`src/design/disk_seek_scheduler_assert.svh`:
```
// Assertion macros for the disk seek scheduler.
`ifndef DISK_SEEK_SCHEDULER_ASSERT_SVH
`define DISK_SEEK_SCHEDULER_ASSERT_SVH

// Condition a must imply condition b in the same cycle.
`define DSS_ASSERT_IMP(lbl, a, b, msg) \
  lbl: assert property (@(posedge clk_i) disable iff (!rst_ni) (a) |-> (b)) else $error(msg);

// Condition a must imply condition b in the next cycle.
`define DSS_ASSERT_NXT(lbl, a, b, msg) \
  lbl: assert property (@(posedge clk_i) disable iff (!rst_ni) (a) |=> (b)) else $error(msg);

`endif

```
`src/design/dss_pkg.sv`:
```
`default_nettype none
package dss_pkg;

  localparam int unsigned POS_W  = 16;
  localparam int unsigned KIND_W = 2;
  localparam int unsigned SUM_W  = 22;
  localparam logic [SUM_W-1:0] SUM_MAX = 22'd4194303;

  // Register indexes
  localparam logic [1:0] REG_MODE  = 2'd0;
  localparam logic [1:0] REG_SWEEP = 2'd1;
  localparam logic [1:0] REG_START = 2'd2;
  localparam logic [1:0] REG_LASTC = 2'd3;

  // Scheduling modes
  localparam logic [2:0] MODE_FCFS  = 3'd0;
  localparam logic [2:0] MODE_SSTF  = 3'd1;
  localparam logic [2:0] MODE_SCAN  = 3'd2;
  localparam logic [2:0] MODE_CSCAN = 3'd3;
  localparam logic [2:0] MODE_LOOK  = 3'd4;
  localparam logic [2:0] MODE_CLOOK = 3'd5;

  // Visit kinds
  localparam logic [KIND_W-1:0] KIND_SERVE = 2'd0;
  localparam logic [KIND_W-1:0] KIND_END   = 2'd1;
  localparam logic [KIND_W-1:0] KIND_JUMP  = 2'd2;

  // Phase actions
  localparam logic [2:0] ACT_SEARCH = 3'd0;
  localparam logic [2:0] ACT_END0   = 3'd1;
  localparam logic [2:0] ACT_ENDL   = 3'd2;
  localparam logic [2:0] ACT_JUMP0  = 3'd3;
  localparam logic [2:0] ACT_DONE   = 3'd4;

  // Search filters
  localparam logic [1:0] FILT_ALL  = 2'd0;
  localparam logic [1:0] FILT_HIGH = 2'd1;
  localparam logic [1:0] FILT_LOW  = 2'd2;

  // Search orders
  localparam logic [1:0] ORD_IDX  = 2'd0;
  localparam logic [1:0] ORD_NEAR = 2'd1;
  localparam logic [1:0] ORD_ASC  = 2'd2;
  localparam logic [1:0] ORD_DESC = 2'd3;

  typedef struct packed {
    logic [2:0] act;
    logic [1:0] filt;
    logic [1:0] ord;
    logic       jump_first;
  } op_t;

  function automatic op_t mk_op(logic [2:0] act, logic [1:0] filt, logic [1:0] ord,
                                logic jf);
    op_t o;
    o.act = act;
    o.filt = filt;
    o.ord = ord;
    o.jump_first = jf;
    return o;
  endfunction

  // Phase list of each mode.
  function automatic op_t plan(logic [2:0] mode, logic sweep_left, logic [2:0] phase);
    op_t done_op;
    op_t lo_desc;
    op_t hi_asc;
    op_t o;
    done_op = mk_op(ACT_DONE, FILT_ALL, ORD_IDX, 1'b0);
    lo_desc = mk_op(ACT_SEARCH, FILT_LOW, ORD_DESC, 1'b0);
    hi_asc  = mk_op(ACT_SEARCH, FILT_HIGH, ORD_ASC, 1'b0);
    o = done_op;
    case (mode)
      MODE_SSTF: begin
        if (phase == 3'd0) o = mk_op(ACT_SEARCH, FILT_ALL, ORD_NEAR, 1'b0);
      end
      MODE_SCAN, MODE_LOOK: begin
        case (phase)
          3'd0: o = sweep_left ? lo_desc : hi_asc;
          3'd1: begin
            if (mode == MODE_LOOK) o = sweep_left ? hi_asc : lo_desc;
            else o = mk_op(sweep_left ? ACT_END0 : ACT_ENDL, FILT_ALL, ORD_IDX, 1'b0);
          end
          3'd2: begin
            if (mode == MODE_SCAN) o = sweep_left ? hi_asc : lo_desc;
          end
          default: o = done_op;
        endcase
      end
      MODE_CSCAN: begin
        case (phase)
          3'd0: o = hi_asc;
          3'd1: o = mk_op(ACT_ENDL, FILT_ALL, ORD_IDX, 1'b0);
          3'd2: o = mk_op(ACT_JUMP0, FILT_ALL, ORD_IDX, 1'b0);
          3'd3: o = mk_op(ACT_SEARCH, FILT_LOW, ORD_ASC, 1'b0);
          default: o = done_op;
        endcase
      end
      MODE_CLOOK: begin
        case (phase)
          3'd0: o = hi_asc;
          3'd1: o = mk_op(ACT_SEARCH, FILT_LOW, ORD_ASC, 1'b1);
          default: o = done_op;
        endcase
      end
      default: begin
        if (phase == 3'd0) o = mk_op(ACT_SEARCH, FILT_ALL, ORD_IDX, 1'b0);
      end
    endcase
    return o;
  endfunction

endpackage
`default_nettype wire

```
`src/design/dss_req_if.sv`:
```
`default_nettype none
interface dss_req_if;
  logic        valid;
  logic        ready;
  logic [15:0] request_cylinder;
  logic        last_request;

  modport source (output valid, output request_cylinder, output last_request, input ready);
  modport sink (input valid, input request_cylinder, input last_request, output ready);
endinterface
`default_nettype wire

```
`src/design/dss_visit_if.sv`:
```
`default_nettype none
interface dss_visit_if;
  logic        valid;
  logic        ready;
  logic [15:0] visit_position;
  logic [1:0]  visit_kind;
  logic [21:0] total_movement;
  logic        last_visit;

  modport source (output valid, output visit_position, output visit_kind,
                  output total_movement, output last_visit, input ready);
  modport sink (input valid, input visit_position, input visit_kind,
                input total_movement, input last_visit, output ready);
endinterface
`default_nettype wire

```
`src/design/dss_cell.sv`:
```
`default_nettype none
module dss_cell #(
  parameter int unsigned CW = 16,
  parameter int unsigned IW = 5
) (
  input  wire logic          clk_i,
  input  wire logic          rst_ni,
  input  wire logic          shift_i,
  input  wire logic          clear_i,
  input  wire logic          mark_i,
  input  wire logic [IW-1:0] mark_idx_i,
  input  wire logic          valid_i,
  input  wire logic          served_i,
  input  wire logic [IW-1:0] idx_i,
  input  wire logic [CW-1:0] val_i,
  output logic               valid_o,
  output logic               served_o,
  output logic [IW-1:0]      idx_o,
  output logic [CW-1:0]      val_o
);
  logic          valid_q, served_q;
  logic [IW-1:0] idx_q;
  logic [CW-1:0] val_q;

  always_ff @(posedge clk_i or negedge rst_ni) begin
    if (!rst_ni) begin
      valid_q  <= 1'b0;
      served_q <= 1'b0;
    end else if (clear_i) begin
      valid_q  <= 1'b0;
      served_q <= 1'b0;
    end else if (shift_i) begin
      valid_q  <= valid_i;
      served_q <= served_i;
    end else if (mark_i && idx_q == mark_idx_i) begin
      served_q <= 1'b1;
    end
  end

  always_ff @(posedge clk_i) begin
    if (shift_i) begin
      idx_q <= idx_i;
      val_q <= val_i;
    end
  end

  assign valid_o  = valid_q;
  assign served_o = served_q;
  assign idx_o    = idx_q;
  assign val_o    = val_q;
endmodule
`default_nettype wire

```
`src/design/dss_pick.sv`:
```
`default_nettype none
module dss_pick #(
  parameter int unsigned CW = 16,
  parameter int unsigned IW = 5
) (
  input  wire logic          clk_i,
  input  wire logic          rst_ni,
  input  wire logic          clear_i,
  input  wire logic          en_i,
  input  wire logic [1:0]    filt_i,
  input  wire logic [1:0]    ord_i,
  input  wire logic [CW-1:0] head_i,
  input  wire logic [CW-1:0] start_i,
  input  wire logic          cand_valid_i,
  input  wire logic          cand_served_i,
  input  wire logic [IW-1:0] cand_idx_i,
  input  wire logic [CW-1:0] cand_val_i,
  output logic               found_o,
  output logic [IW-1:0]      best_idx_o,
  output logic [CW-1:0]      best_val_o
);
  import dss_pkg::*;

  logic          found_q;
  logic [IW-1:0] best_idx_q;
  logic [CW-1:0] best_val_q, best_dist_q;
  logic [CW-1:0] cand_dist;
  logic          elig, better;

  assign cand_dist = (cand_val_i >= head_i) ? cand_val_i - head_i : head_i - cand_val_i;

  always_comb begin
    elig = cand_valid_i && !cand_served_i;
    case (filt_i)
      FILT_HIGH: elig = elig && (cand_val_i >= start_i);
      FILT_LOW:  elig = elig && (cand_val_i < start_i);
      default:   elig = elig;
    endcase
    case (ord_i)
      ORD_NEAR: better = (cand_dist < best_dist_q) ||
                         (cand_dist == best_dist_q && cand_idx_i < best_idx_q);
      ORD_ASC:  better = cand_val_i < best_val_q;
      ORD_DESC: better = cand_val_i > best_val_q;
      default:  better = cand_idx_i < best_idx_q;
    endcase
  end

  always_ff @(posedge clk_i or negedge rst_ni) begin
    if (!rst_ni) begin
      found_q <= 1'b0;
    end else if (clear_i) begin
      found_q <= 1'b0;
    end else if (en_i && elig) begin
      found_q <= 1'b1;
    end
  end

  always_ff @(posedge clk_i) begin
    if (en_i && elig && (!found_q || better)) begin
      best_idx_q  <= cand_idx_i;
      best_val_q  <= cand_val_i;
      best_dist_q <= cand_dist;
    end
  end

  assign found_o    = found_q;
  assign best_idx_o = best_idx_q;
  assign best_val_o = best_val_q;
endmodule
`default_nettype wire

```
`src/design/disk_seek_scheduler.sv`:
```
// Channel  | Dir | Payload
// req      | in  | request_cylinder, last_request
// visit    | out | visit_position, visit_kind, total_movement, last_visit
//
// Requests load one per cycle into a row of cells, ready held high while loading.
// A pass after the last request holds off input; each served request costs one
// full rotation of the cell ring plus the plan, decide and emit states.
// Reset clears the batch and loads register defaults; no clearing pass.
// A stalled visit output holds the pass at its next result.
`default_nettype none
module disk_seek_scheduler #(
  parameter int unsigned MAX_REQUESTS = 32,
  parameter int unsigned CYL_BITS     = 16
) (
  input  wire logic         clk_i,
  input  wire logic         rst_ni,
  dss_req_if.sink           req,
  dss_visit_if.source       visit,
  input  wire logic         cfg_we_i,
  input  wire logic [1:0]   cfg_idx_i,
  input  wire logic [15:0]  cfg_data_i
);
  import dss_pkg::*;
  `include "disk_seek_scheduler_assert.svh"

  localparam int unsigned CW = CYL_BITS;
  localparam int unsigned IW = (MAX_REQUESTS > 1) ? $clog2(MAX_REQUESTS) : 1;
  localparam int unsigned NW = $clog2(MAX_REQUESTS + 1);
  localparam int unsigned AW = ((CW > SUM_W) ? CW : SUM_W) + 1;

  localparam logic [2:0] S_LOAD   = 3'd0;
  localparam logic [2:0] S_PLAN   = 3'd1;
  localparam logic [2:0] S_SCAN   = 3'd2;
  localparam logic [2:0] S_DECIDE = 3'd3;
  localparam logic [2:0] S_EMIT   = 3'd4;
  localparam logic [2:0] S_FLUSH  = 3'd5;

  logic [2:0]  mode_q;
  logic        sweep_q;
  logic [CW-1:0] start_q, lastc_q;

  logic [2:0]  state_q, phase_q;
  logic        first_q;
  logic [IW-1:0] scnt_q;
  logic [NW-1:0] count_q;
  logic [CW-1:0] head_q, res_pos_q;
  logic [SUM_W-1:0] sum_q;
  logic [KIND_W-1:0] res_kind_q;
  logic        res_cnt_q;

  logic        pend_valid_q;
  logic [CW-1:0] pend_pos_q;
  logic [KIND_W-1:0] pend_kind_q;
  logic [SUM_W-1:0] pend_sum_q;

  logic        out_valid_q, out_last_q;
  logic [POS_W-1:0] out_pos_q;
  logic [KIND_W-1:0] out_kind_q;
  logic [SUM_W-1:0] out_sum_q;

  op_t         op;
  logic        in_acc, load_shift, scanning, out_free, commit, push, flush_go;
  logic        mark, found;
  logic [IW-1:0] best_idx;
  logic [CW-1:0] best_val, new_cyl, mdist;
  logic [AW-1:0] sum_ext;
  logic [SUM_W-1:0] sum_d;

  logic          c_valid [MAX_REQUESTS];
  logic          c_served[MAX_REQUESTS];
  logic [IW-1:0] c_idx   [MAX_REQUESTS];
  logic [CW-1:0] c_val   [MAX_REQUESTS];

  assign op         = plan(mode_q, sweep_q, phase_q);
  assign req.ready  = (state_q == S_LOAD);
  assign in_acc     = req.valid && (state_q == S_LOAD);
  assign load_shift = in_acc && (count_q < NW'(MAX_REQUESTS));
  assign scanning   = (state_q == S_SCAN);
  assign out_free   = !out_valid_q || visit.ready;
  assign commit     = (state_q == S_EMIT) && (!pend_valid_q || out_free);
  assign flush_go   = (state_q == S_FLUSH) && out_free;
  assign push       = (commit && pend_valid_q) || (flush_go && pend_valid_q);
  assign mark       = (state_q == S_DECIDE) && found;
  assign new_cyl    = CW'(req.request_cylinder);

  assign mdist   = (res_pos_q >= head_q) ? res_pos_q - head_q : head_q - res_pos_q;
  assign sum_ext = AW'(sum_q) + AW'(mdist);
  always_comb begin
    if (!res_cnt_q) sum_d = sum_q;
    else if (sum_ext > AW'(SUM_MAX)) sum_d = SUM_MAX;
    else sum_d = SUM_W'(sum_ext);
  end

  for (genvar g = 0; g < MAX_REQUESTS; g++) begin : g_cell
    logic          v_in, s_in;
    logic [IW-1:0] i_in;
    logic [CW-1:0] x_in;
    if (g == 0) begin : g_head
      // Load pushes a new item in; scan closes the ring.
      assign v_in = scanning ? c_valid[MAX_REQUESTS-1] : 1'b1;
      assign s_in = scanning ? c_served[MAX_REQUESTS-1] : 1'b0;
      assign i_in = scanning ? c_idx[MAX_REQUESTS-1] : IW'(count_q);
      assign x_in = scanning ? c_val[MAX_REQUESTS-1] : new_cyl;
    end else begin : g_body
      assign v_in = c_valid[g-1];
      assign s_in = c_served[g-1];
      assign i_in = c_idx[g-1];
      assign x_in = c_val[g-1];
    end
    dss_cell #(.CW(CW), .IW(IW)) u_cell (
      .clk_i      (clk_i),
      .rst_ni     (rst_ni),
      .shift_i    (load_shift || scanning),
      .clear_i    (flush_go),
      .mark_i     (mark),
      .mark_idx_i (best_idx),
      .valid_i    (v_in),
      .served_i   (s_in),
      .idx_i      (i_in),
      .val_i      (x_in),
      .valid_o    (c_valid[g]),
      .served_o   (c_served[g]),
      .idx_o      (c_idx[g]),
      .val_o      (c_val[g])
    );
  end

  dss_pick #(.CW(CW), .IW(IW)) u_pick (
    .clk_i         (clk_i),
    .rst_ni        (rst_ni),
    .clear_i       ((state_q == S_PLAN) && (op.act == ACT_SEARCH)),
    .en_i          (scanning),
    .filt_i        (op.filt),
    .ord_i         (op.ord),
    .head_i        (head_q),
    .start_i       (start_q),
    .cand_valid_i  (c_valid[MAX_REQUESTS-1]),
    .cand_served_i (c_served[MAX_REQUESTS-1]),
    .cand_idx_i    (c_idx[MAX_REQUESTS-1]),
    .cand_val_i    (c_val[MAX_REQUESTS-1]),
    .found_o       (found),
    .best_idx_o    (best_idx),
    .best_val_o    (best_val)
  );

  always_ff @(posedge clk_i or negedge rst_ni) begin
    if (!rst_ni) begin
      mode_q  <= MODE_FCFS;
      sweep_q <= 1'b1;
      start_q <= '0;
      lastc_q <= CW'(199);
    end else if (cfg_we_i) begin
      case (cfg_idx_i)
        REG_MODE:  mode_q  <= cfg_data_i[2:0];
        REG_SWEEP: sweep_q <= cfg_data_i[0];
        REG_START: start_q <= CW'(cfg_data_i);
        REG_LASTC: lastc_q <= CW'(cfg_data_i);
        default:   mode_q  <= mode_q;
      endcase
    end
  end

  always_ff @(posedge clk_i or negedge rst_ni) begin
    if (!rst_ni) begin
      state_q      <= S_LOAD;
      phase_q      <= '0;
      first_q      <= 1'b0;
      scnt_q       <= '0;
      count_q      <= '0;
      head_q       <= '0;
      sum_q        <= '0;
      pend_valid_q <= 1'b0;
      out_valid_q  <= 1'b0;
    end else begin
      if (push) out_valid_q <= 1'b1;
      else if (visit.ready) out_valid_q <= 1'b0;
      case (state_q)
        S_LOAD: begin
          if (load_shift) count_q <= count_q + NW'(1);
          if (in_acc && req.last_request) begin
            head_q  <= start_q;
            sum_q   <= '0;
            phase_q <= '0;
            first_q <= 1'b1;
            state_q <= S_PLAN;
          end
        end
        S_PLAN: begin
          case (op.act)
            ACT_SEARCH: begin
              scnt_q  <= '0;
              state_q <= S_SCAN;
            end
            ACT_END0, ACT_ENDL, ACT_JUMP0: begin
              phase_q <= phase_q + 3'd1;
              state_q <= S_EMIT;
            end
            default: state_q <= S_FLUSH;
          endcase
        end
        S_SCAN: begin
          scnt_q <= scnt_q + IW'(1);
          if (scnt_q == IW'(MAX_REQUESTS - 1)) state_q <= S_DECIDE;
        end
        S_DECIDE: begin
          if (found) begin
            first_q <= 1'b0;
            state_q <= S_EMIT;
          end else begin
            phase_q <= phase_q + 3'd1;
            first_q <= 1'b1;
            state_q <= S_PLAN;
          end
        end
        S_EMIT: begin
          if (commit) begin
            pend_valid_q <= 1'b1;
            head_q       <= res_pos_q;
            sum_q        <= sum_d;
            state_q      <= S_PLAN;
          end
        end
        S_FLUSH: begin
          if (flush_go) begin
            pend_valid_q <= 1'b0;
            count_q      <= '0;
            state_q      <= S_LOAD;
          end
        end
        default: state_q <= S_LOAD;
      endcase
    end
  end

  // Result being formed for the next commit.
  always_ff @(posedge clk_i) begin
    if (state_q == S_PLAN) begin
      res_cnt_q  <= (op.act != ACT_JUMP0);
      res_kind_q <= (op.act == ACT_JUMP0) ? KIND_JUMP : KIND_END;
      res_pos_q  <= (op.act == ACT_ENDL) ? lastc_q : '0;
    end else if (state_q == S_DECIDE) begin
      res_pos_q  <= best_val;
      res_cnt_q  <= !(op.jump_first && first_q);
      res_kind_q <= (op.jump_first && first_q) ? KIND_JUMP : KIND_SERVE;
    end
    if (commit) begin
      pend_pos_q  <= res_pos_q;
      pend_kind_q <= res_kind_q;
      pend_sum_q  <= sum_d;
    end
    if (push) begin
      out_pos_q  <= POS_W'(pend_pos_q);
      out_kind_q <= pend_kind_q;
      out_sum_q  <= pend_sum_q;
      out_last_q <= flush_go;
    end
  end

  assign visit.valid          = out_valid_q;
  assign visit.visit_position = out_pos_q;
  assign visit.visit_kind     = out_kind_q;
  assign visit.total_movement = out_sum_q;
  assign visit.last_visit     = out_last_q;

  `DSS_ASSERT_IMP(a_load_no_pend, state_q == S_LOAD, !pend_valid_q, "pending result in load")
  `DSS_ASSERT_IMP(a_count_max, 1'b1, count_q <= NW'(MAX_REQUESTS), "request count overflow")
  `DSS_ASSERT_NXT(a_mark_emit, state_q == S_DECIDE && found, state_q == S_EMIT,
                  "selected request not emitted")
endmodule
`default_nettype wire
```
`src/flat_wrapper.sv`:
```
// flat-port wrapper written by rule: the top's interface ports become plain ports
module disk_seek_scheduler_flat import dss_pkg::*;
#(
  parameter int unsigned MAX_REQUESTS = 32,
  parameter int unsigned CYL_BITS     = 16
)
  (clk_i, rst_ni, cfg_we_i, cfg_idx_i, cfg_data_i, req_valid, req_request_cylinder, req_last_request, req_ready, visit_valid, visit_visit_position, visit_visit_kind, visit_total_movement, visit_last_visit, visit_ready);
  dss_req_if req_i ();
  dss_visit_if visit_i ();
  input  wire logic clk_i;
  input  wire logic rst_ni;
  input  wire logic cfg_we_i;
  input  wire logic [1:0] cfg_idx_i;
  input  wire logic [15:0] cfg_data_i;
  input wire logic [$bits(req_i.valid)-1:0] req_valid;
  input wire logic [$bits(req_i.request_cylinder)-1:0] req_request_cylinder;
  input wire logic [$bits(req_i.last_request)-1:0] req_last_request;
  output wire logic [$bits(req_i.ready)-1:0] req_ready;
  output wire logic [$bits(visit_i.valid)-1:0] visit_valid;
  output wire logic [$bits(visit_i.visit_position)-1:0] visit_visit_position;
  output wire logic [$bits(visit_i.visit_kind)-1:0] visit_visit_kind;
  output wire logic [$bits(visit_i.total_movement)-1:0] visit_total_movement;
  output wire logic [$bits(visit_i.last_visit)-1:0] visit_last_visit;
  input wire logic [$bits(visit_i.ready)-1:0] visit_ready;
  assign req_i.valid = req_valid;
  assign req_i.request_cylinder = req_request_cylinder;
  assign req_i.last_request = req_last_request;
  assign req_ready = req_i.ready;
  assign visit_valid = visit_i.valid;
  assign visit_visit_position = visit_i.visit_position;
  assign visit_visit_kind = visit_i.visit_kind;
  assign visit_total_movement = visit_i.total_movement;
  assign visit_last_visit = visit_i.last_visit;
  assign visit_i.ready = visit_ready;
  disk_seek_scheduler #(.MAX_REQUESTS(MAX_REQUESTS), .CYL_BITS(CYL_BITS)) u_core (.clk_i(clk_i), .rst_ni(rst_ni), .req(req_i), .visit(visit_i), .cfg_we_i(cfg_we_i), .cfg_idx_i(cfg_idx_i), .cfg_data_i(cfg_data_i));
endmodule
```
`config.mk`:
```
export PLATFORM = sky130hd
export DESIGN_NAME = disk_seek_scheduler_flat
export DESIGN_NICKNAME = d
export VERILOG_FILES = /design/src/design/dss_pkg.sv /design/src/design/dss_req_if.sv /design/src/design/dss_visit_if.sv /design/src/design/dss_cell.sv /design/src/design/dss_pick.sv /design/src/design/disk_seek_scheduler.sv /design/src/flat_wrapper.sv
export VERILOG_INCLUDE_DIRS = /design/src /design/src/design
export SDC_FILE = /design/constraint.sdc
export NUM_CORES = 1
export LEC_CHECK = 0
export ABC_AREA = 1
export BUFFER_PORTS_ARGS = -buffer_cell sky130_fd_sc_hd__buf_2
export CAP_MARGIN = 15
export CELL_PAD_IN_SITES_DETAIL_PLACEMENT = 1
export CELL_PAD_IN_SITES_GLOBAL_PLACEMENT = 1
export CORE_MARGIN = 5
export CORE_UTILIZATION = 36
export DETAILED_ROUTE_END_ITERATION = 8
export GPL_TIMING_DRIVEN = 0
export MAX_ROUTING_LAYER = met4
export PLACE_DENSITY_LB_ADDON = 0.1
export SYNTH_ARGS = -nofsm -noshare
export SYNTH_HDL_FRONTEND = slang
export SYNTH_SLANG_ARGS = --single-unit
export TNS_END_PERCENT = 20
```
`constraint.sdc`:
```
create_clock -name clk_i -period 24.4 [get_ports clk_i]
set_input_delay 1.22 -clock clk_i [delete_from_list [all_inputs] [get_ports clk_i]]
set_output_delay 1.22 -clock clk_i [all_outputs]
set_load 0.05 [all_outputs]
```
Word-level counts from Yosys, hierarchy flattened
Cells that the tools add are included.
W data, S select, Z words.
- register bits after elaboration: 968
- output and inout bits: 43
- $add $sub $neg: 8
- order comparisons: 10
- eq/ne operators: 67
- mux-type cells: 222
- reductions and logical operators: 118
- operators with widths (cell ; number):
    $mux W1 ; 172
    $eq A5 B5 Y1 ; 32
    $mux W16 ; 8
    $reduce_bool A3 Y1 ; 33
    $mux W22 ; 4
    $pmux W8 S4 ; 2
    $sub A16 B16 Y16 ; 4
    $ge A16 B16 Y1 ; 3
    $logic_and A1 B1 Y1 ; 48
    $lt A16 B16 Y1 ; 3
    $pmux W22 S2 ; 1
    $mux W8 ; 4
    $pmux W16 S2 ; 1
    $eq A3 B2 Y1 const B ; 8
    $mux W3 ; 8
    $pmux W8 S3 ; 1
    $add A22 B16 Y23 ; 1
    $gt A23 B22 Y1 const B ; 1
    $mux W5 ; 4
    $pmux W3 S6 ; 1
    $reduce_bool A2 Y1 ; 9
    $eq A16 B16 Y1 ; 1
    $gt A16 B16 Y1 ; 1
    $pmux W8 S2 ; 1
    other kinds (30) ; 74

Depth between registers and ports, before layout
Gate-level depths: netlist of the first run.
- depth in word-level cells: 9
- depth in mapped cells: 29

Hierarchy
A second synthesis of the first run with hierarchy kept.
- cells, all modules: 3928
- area total of the unflattened synthesis: 42299.3 um^2
- by module, submodules not included (module ; instances ; cells an instance ; area an instance (um^2) ; sequential area each (um^2)):
    dss_cell ; 32 ; 58 ; 820.8 ; 680.7
    disk_seek_scheduler ; 1 ; 1415 ; 11364.6 ; 5362.6
    dss_pick ; 1 ; 657 ; 4669.5 ; 1136.1

Least setup slack after synthesis of the first run
OpenSTA, ideal clock, no wires.
- path type: input port to flip-flop
- start: input req_valid
- end: register u_core.g_cell[0].u_cell.valid_q
- library setup time: 95 ps
- arrival: 10154 ps
- data required time: 24305 ps
- path slack: 14152 ps
- cell stages on the path: 6
- cell sequence: nand3_1 nand2_1 buf_2 buf_2 o22ai_1 inv_1
- word-level cells in the longest chain between the ends: 4
- RTL lines (element ; line ; RTL):
    from (decl) ; flat_wrapper.sv:15 ; input wire logic [$bits(req_i.valid)-1:0] req_valid;
    $logic_and A1 B1 Y1 ; disk_seek_scheduler.sv:76 ; assign in_acc = req.valid && (state_q == S_LOAD);
    $logic_and A1 B1 Y1 ; disk_seek_scheduler.sv:77 ; assign load_shift = in_acc && (count_q < NW'(MAX_REQUESTS));
    $logic_or A1 B1 Y1 ; disk_seek_scheduler.sv:113 ; .shift_i (load_shift || scanning),
    $reduce_bool A2 Y1 (no source line) ; - ;
    to (signal assigned) ; dss_cell.sv:33 ; valid_q <= valid_i;
    to (decl) ; dss_cell.sv:21 ; logic valid_q, served_q;
Every way passes these cells.
A chain may end at the register's enable or synchronous reset.

Final worst setup path of the first run
- start: register u_core.g_cell[31].u_cell.val_q[5]
- end: register u_core.u_pick.best_val_q[12] (netlist: u_core.u_pick.best_val_o[12]) (enable)
- word-level cells in the longest chain between the ends: 8
- elaborated cells between the ends (all ways): 19
- those cells by class: add/sub: 2; order compare: 6; eq/ne: 1; mux: 3; reduce/logical: 7
- RTL lines (element ; line ; RTL):
    from (decl) ; dss_cell.sv:23 ; logic [CW-1:0] val_q;
    from (signal assigned) ; dss_cell.sv:43 ; val_q <= val_i;
    $sub A16 B16 Y16 / $ge A16 B16 Y1 (equally long branches) ; dss_pick.sv:30 ; assign cand_dist = (cand_val_i >= head_i) ? cand_val_i - head_i : head_i - cand_val_i;
    $mux W16 * ; dss_pick.sv:30 ;
    named net u_core.u_pick.cand_dist[11] ; dss_pick.sv:27 ; logic [CW-1:0] cand_dist;
    parallel branches: the longest is 2 deep, another holds $lt A16 B16 Y1 ; - ;
    $logic_or A1 B1 Y1 * ; dss_pick.sv:40 ; ORD_NEAR: better = (cand_dist < best_dist_q) ||
    $pmux W1 S3 * ; dss_pick.sv:39 ; case (ord_i)
    $logic_or A1 B1 Y1 * ; dss_pick.sv:59 ; if (en_i && elig && (!found_q || better)) begin
    $logic_and A1 B1 Y1 * ; dss_pick.sv:59 ;
    to (signal assigned) ; dss_pick.sv:61 ; best_val_q <= cand_val_i;
    to (decl) ; dss_pick.sv:26 ; logic [CW-1:0] best_val_q, best_dist_q;
Mark *: on every way through the listed nets, which the timed path passes.

==> flow_summary.json, run 1 <==
{
  "path_delay_family": "simple AND/OR/NAND/NOR gates",
  "path_common_cell": "nand2_1",
  "cts_setup_buffers": 0,
  "globalRoute.totalOverflow": 0,
  "period_needed_ns": 5.26,
  "cts.path.max_buffers": 3,
  "area_growth_pct": 14.9,
  "synth_cell_types": 54,
  "clockRootBuffer": "clkbuf_16",
  "worst-path-buf-inv": 6,
  "timing_worst_setup_path_type": "reg2reg",
  "peakVddDrop_mv": 0.106,
  "first_pass_iters": 5,
  "clkLatencyLatePin_ns": 0.70,
  "diodes": 0,
  "tns_ns": 0,
  "die_h_um": 344,
  "drtAntennaViolNets": 0,
  "worstMarginPinSlew_ns": 0.968,
  "mostFrequentLayoutCell": "edfxtp_1",
  "critPathMaxFanout": 30,
  "worstHoldPathCells": 0,
  "drtIter0Drc": 1719,
  "clk_pin_slew_ns": 0.06,
  "ios": 83,
  "synth_top_family_by_area": "simple AND/OR/NAND/NOR gates",
  "synth_xor_area_frac": 0.0309,
  "setup_violations": 0,
  "grt_pass1_wl_um": 155000,
  "cts.htree.levels": 3,
  "end_kind": "flip-flop",
  "io_buffer_count": 82,
  "critPathLaunchType": "flip-flop",
  "hold_buffers": 0,
  "cpPeakStageDelay_ns": 0.64,
  "status": "finished clean",
  "worstRegToRegCells": 23,
  "drive_above_1_share": 0.102,
  "die_area_mm2": 0.119,
  "grt_usage": 0.176,
  "vias_per_cell": 4.88,
  "async_flop_share": 0.164,
  "ys_top_cells_by_area": "edfxtp_1 60%, dfrtp_1 9.5%, nand2_1 6.0%, ha_1 4.4%, inv_1 3.2%",
  "fp-row-count": 122,
  "ys_ff_latch": 968,
  "yosysTopAreaCell": "edfxtp_1",
  "cts_tree": "built",
  "yosysSeqAreaShare": 0.703,
  "grt_pass1_vias": 25800,
  "crit_chain": "inv_1 -> ha_1 -> buf_2 -> a21oi_1 -> o21ai_0 -> o21bai_1 -> nand2_1 -> nand3b_4 -> inv_2 -> buf_6 -> nand2_1 -> nand2_1 -> inv_1 -> ha_1 -> nand4_1 -> nor3_1 -> nand3b_1 -> nand2_1 -> nand2_1 -> nand3_1 -> nor2_1 -> nor2_4 -> buf_12",
  "ys_warn_count": 0,
  "cts_buffers": 105,
  "avgSynthCellArea_um2": 12.5,
  "synth_adder_area_share": 0.0469,
  "finalHoldViolCount": 0,
  "slew_headroom": 0.355,
  "required_ns": 24.76,
  "synth_edf_count": 809,
  "hpwl_um": 71900,
  "initial_utilization": 0.363,
  "powerDensity_mw_per_mm2": 162,
  "num_vias": 24400,
  "mostFrequentLayoutCells": "809 x edfxtp_1, 639 x nand2_1, 345 x inv_1",
  "rsz0062_at_grt": "false",
  "hp-class": "reg2reg",
  "skew_ns": 0.0395,
  "drv_cap": 0,
  "die_w_um": 344,
  "max_freq_mhz": 190,
  "p_leak_nw": 18.2,
  "nNetsFinal": 3607,
  "cts.sinks": 968,
  "synth_top_area_share": 0.604,
  "core_area_mm2": 0.111,
  "wl_per_cell_um": 20.3,
  "path_depth": 23,
  "synth_nets": 3409,
  "grt_max_degree": 139,
  "synth_compound_area_frac": 0.0632,
  "antenna_found_initial": 6,
  "gp_congestion": 0.893,
  "fin_crit_sh": 0.216,
  "drc": 0,
  "muxShareOfSynthArea": 0,
  "final_util": 0.417,
  "synth_cells": 3221,
  "cts_resized": 0,
  "critPathArrivalTime_ns": 5.62,
  "maxSlewViolCount": 0,
  "synthSimpleGateAreaFrac": 0.113,
  "syn_area_mm2": 0.0402,
  "slowest_stage": "edfxtp_1",
  "synth_flop_cell": "edfxtp_1",
  "wirelength_um": 102000
}
-- stage by stage --
step                instance area, um^2  instances  hold slack, ns  total power, mW  worst slack, ns
global placement                  42500       4791           0.401             6.18            10.96
CTS                               46200       4998           0.395             7.63            19.02
floorplan                         40200       3221           0.400             5.20            14.15
finish                            46300       4999           0.399             7.50            19.14
detailed placement                42800       4799           0.405             5.99            19.09
global route                      46300       4999           0.399             8.06            18.74
-- synth_stat cells (7+ instances only) --
cell and instances:
a21boi_0 8, a21o_1 12, a21oi_1 127, a31oi_1 7, buf_2 37, clkbuf_1 34
dfrtp_1 153, edfxtp_1 809, ha_1 143, inv_1 345, inv_2 12, nand2_1 639
nand3_1 127, nand3b_1 10, nand4_1 26, nor2_1 174, nor3_1 42, nor4_1 13
o211ai_1 23, o21ai_0 204, o21bai_1 9, o31ai_1 12, or2_2 24, xnor2_1 60
xor2_1 82
-- final timing paths --
path / from / endpoint / slack [ns]
max in group asynchronous: rst_ni / u_core.g_cell[5].u_cell.served_o$_DFFE_PN0P_ / 22.91
hold / removal: u_core.pend_pos_q[6]$_DFFE_PP_ / u_core.visit.visit_position[6]$_DFFE_PP_ / 0.40
min in group asynchronous: rst_ni / u_core.lastc_q[8]$_DFFE_PN0P_ / 0.53
hold reg to reg: u_core.pend_pos_q[6]$_DFFE_PP_ / u_core.visit.visit_position[6]$_DFFE_PP_ / 0.40
setup reg to reg: u_core.g_cell[31].u_cell.val_o[5]$_DFFE_PN_ / u_core.u_pick.best_val_o[12]$_DFFE_PP_ / 19.14
setup / recovery: u_core.g_cell[31].u_cell.val_o[5]$_DFFE_PN_ / u_core.u_pick.best_val_o[12]$_DFFE_PP_ / 19.14
-- area by class of cell --
| type | count | area (um^2) |
|---|---|---|
| Inverter | 358 | 1340 |
| Buffer | 82 | 405 |
| Tap cell | 1488 | 1860 |
| Clock inverter | 56 | 569 |
| Sequential cell | 968 | 28300 |
| Timing Repair Buffer | 91 | 646 |
| Multi-Input combinational cell | 1813 | 10200 |
| Clock buffer | 143 | 2900 |
| Fill cell | 11600 | 64600 |
-- sequential cells by signal, indices dropped and copies added, names as in the netlist, 22 cells and up --
register and count:
u_core.g_cell.u_cell.idx_o 160, u_core.g_cell.u_cell.served_o 32, u_core.g_cell.u_cell.val_o 512, u_core.g_cell.u_cell.valid_o 32
u_core.pend_sum_q 22, u_core.sum_q 22, u_core.visit.total_movement 22
-- power breakdown --
part	internal (mW)	switching, mW	total, mW	leakage, nW
Sequential	2.95	0.362	3.31	9.59
Combinational	0.784	1.82	2.60	6.97
Clock	0.922	0.663	1.58	1.69
-- per-layer routing --
metal  vias up  GRT usage  share of wire
li1      11500          -              -
met1     12400      0.232           0.46
met2       371      0.289           0.48
met3       135     0.0229          0.035
met4         0     0.0471          0.021
met5         -          -              0
-- cell families after synthesis --
| logic type | Yosys count |
|---|---|
| compound gates | 449 |
| buf+inv | 440 |
| flops | 968 |
| fa+ha+maj | 148 |
| simple gates | 1074 |
| xor+xnor | 142 |
(Power assumes the default switching activity.)
==> run 2, diff against run 1 <==
clock period = 4.7 ns   (was 24.4 ns; I/O delays follow)
==> run 2 against run 1 <==
Net effect:
- worst setup slack worse by 19 ns
- critical path depth unchanged
- clock power rose to 5.3 times the previous value
- clock-buffer cell count down 22
- wire length up 3.9%
- highest routed layer unchanged
- largest cell class unchanged
==> flow_summary.json, run 2 (synthesized netlist as in run 1, its figures left out) <==
{
  "cts.htree.levels": 3,
  "drv_cap": 0,
  "fin_crit_sh": 0.939,
  "clockRootBuffer": "clkbuf_16",
  "diodes": 0,
  "cpPeakStageDelay_ns": 0.59,
  "drtIter0Drc": 1712,
  "seqCellArea_mm2": 0.0283,
  "die_h_um": 344,
  "worstMarginPinSlew_ns": 1.04,
  "timing_worst_setup_path_type": "reg2reg",
  "stdcell_count": 5050,
  "crit_chain": "inv_2 -> ha_1 -> nand2_1 -> inv_1 -> nand2_1 -> o21bai_2 -> nand2_1 -> nand3b_4 -> buf_4 -> nand2_1 -> nand2_1 -> inv_1 -> ha_1 -> a21oi_1 -> o21ai_0 -> a21oi_1 -> nand2_1 -> nand2_2 -> nand2_1 -> nand3_1 -> nor2_1 -> nor2_4 -> buf_16",
  "p_leak_nw": 18.6,
  "status": "finished clean",
  "fin_ws_ns": 0.287,
  "first_pass_iters": 5,
  "mostFrequentLayoutCells": "809 x edfxtp_1, 637 x nand2_1, 341 x inv_1",
  "vias_per_cell": 4.89,
  "maxSlewViolCount": 0,
  "hp-class": "in2reg",
  "drc": 0,
  "cts_tree": "built",
  "hpwl_um": 73700,
  "mostFrequentLayoutCell": "edfxtp_1",
  "postPlaceCellArea_mm2": 0.0428,
  "die_area_mm2": 0.119,
  "rsz0062_at_grt": "false",
  "antenna_found_initial": 5,
  "nNetsFinal": 3664,
  "dpl.cell_count": 4799,
  "period_needed_ns": 4.41,
  "end_kind": "flip-flop",
  "cts_buffers": 103,
  "multiInputGateArea_mm2": 0.0103,
  "clkLatencyLatePin_ns": 0.70,
  "worst-path-buf-inv": 5,
  "tns_ns": 0,
  "final_util": 0.425,
  "slowest_stage": "edfxtp_1",
  "design_area_mm2": 0.0471,
  "path_delay_family": "simple AND/OR/NAND/NOR gates",
  "drive_above_1_share": 0.117,
  "max_freq_mhz": 227,
  "gp_congestion": 0.859,
  "grt_pass1_wl_um": 160000,
  "drtAntennaViolNets": 0,
  "finalHoldViolCount": 0,
  "slew_headroom": 0.305,
  "p_total_mw": 39.8,
  "path_common_cell": "nand2_1",
  "grt_pass1_vias": 26200,
  "skew_ns": 0.0298,
  "holdWs_ns": 0.0380,
  "cts.sinks": 968,
  "powerDensity_mw_per_mm2": 846,
  "area_growth_pct": 16.9,
  "core_area_mm2": 0.111,
  "pre_cts_slack_ns": -0.819,
  "wirelength_um": 106000,
  "globalRoute.totalOverflow": 0,
  "fillCellCount": 11700,
  "critPathMaxFanout": 21,
  "setup_violations": 0,
  "clk_pin_slew_ns": 0.06,
  "grt_usage": 0.183,
  "die_w_um": 344,
  "largest_reg_flops": 512,
  "fp-row-count": 122,
  "required_ns": 5.09,
  "initial_utilization": 0.363,
  "cts.path.max_buffers": 3,
  "grt_max_degree": 96,
  "io_buffer_count": 82,
  "peakVddDrop_mv": 0.375,
  "critPathLaunchType": "flip-flop",
  "num_vias": 24700,
  "critPathArrivalTime_ns": 4.81,
  "ios": 83,
  "wl_per_cell_um": 20.9
}
run 2: power breakdown:
part | total [mW] | internal, mW | switching, mW | leakage, nW
logic | 14.3 | 4.50 | 9.77 | 7.31
registers | 17.1 | 15.3 | 1.86 | 9.58
clock network | 8.43 | 4.94 | 3.49 | 1.68
total | 39.8 | 24.7 | 15.1 | 18.6
run 2: path summary, 6_finish.rpt:
check / start / to / slack [ns] / cells past startpoint
max in group asynchronous: rst_ni / u_core.g_cell[1].u_cell.valid_o$_DFFE_PN0P_ / 3.62 / 3
max reg2reg: u_core.g_cell[31].u_cell.val_o[4]$_DFFE_PN_ / u_core.u_pick.best_dist_q[15]$_DFFE_PP_ / 0.29 / 23
min: req_last_request / u_core.first_q$_DFFE_PN0P_ / 0.04 / 3
min in group asynchronous: rst_ni / u_core.head_q[6]$_DFFE_PN0P_ / 0.18 / 2
min reg2reg: u_core.g_cell[12].u_cell.val_o[10]$_DFFE_PN_ / u_core.g_cell[13].u_cell.val_o[10]$_DFFE_PN_ / 0.40 / 0
max: u_core.g_cell[31].u_cell.val_o[4]$_DFFE_PN_ / u_core.u_pick.best_dist_q[15]$_DFFE_PP_ / 0.29 / 23
run 2: worst reg2reg max path: stages, from the launching register on:
cell and delay, ns:
edfxtp_1 0.59, inv_2 0.16, ha_1 0.39, nand2_1 0.08, inv_1 0.14, nand2_1 0.14, o21bai_2 0.27, nand2_1 0.13
nand3b_4 0.15, buf_4 0.21, nand2_1 0.07, nand2_1 0.07, inv_1 0.06, ha_1 0.33, a21oi_1 0.17, o21ai_0 0.15
a21oi_1 0.20, nand2_1 0.10, nand2_2 0.13, nand2_1 0.07, nand3_1 0.07, nor2_1 0.07, nor2_4 0.19, buf_16 0.20
run 2: metal layers:
layer / track usage / routed length, um / share of wire
met1: 0.246 / 48800 / 0.46
met2: 0.291 / 49600 / 0.47
met4: 0.0541 / 3130 / 0.030
met5: - / 0 / 0
met3: 0.0264 / 3950 / 0.037
run 2: cell type report:
class                      instances  share of cell area
clock inverter                    70              0.0177
sequential                       968               0.601
buffer                            82             0.00899
tap                             1488              0.0396
clock buffer                     121              0.0570
multi-input combinational       1813               0.219
inverter                         358              0.0286
timing repair buffer             150              0.0280
run 2: repair_timing:
item	CTS	global route
setup endpoints to repair	315	141
pin swaps	1	3
hold endpoints to repair	136	0
buffers inserted	9	11
hold buffers	34	0
gates cloned	5	0
resized for setup	13	24
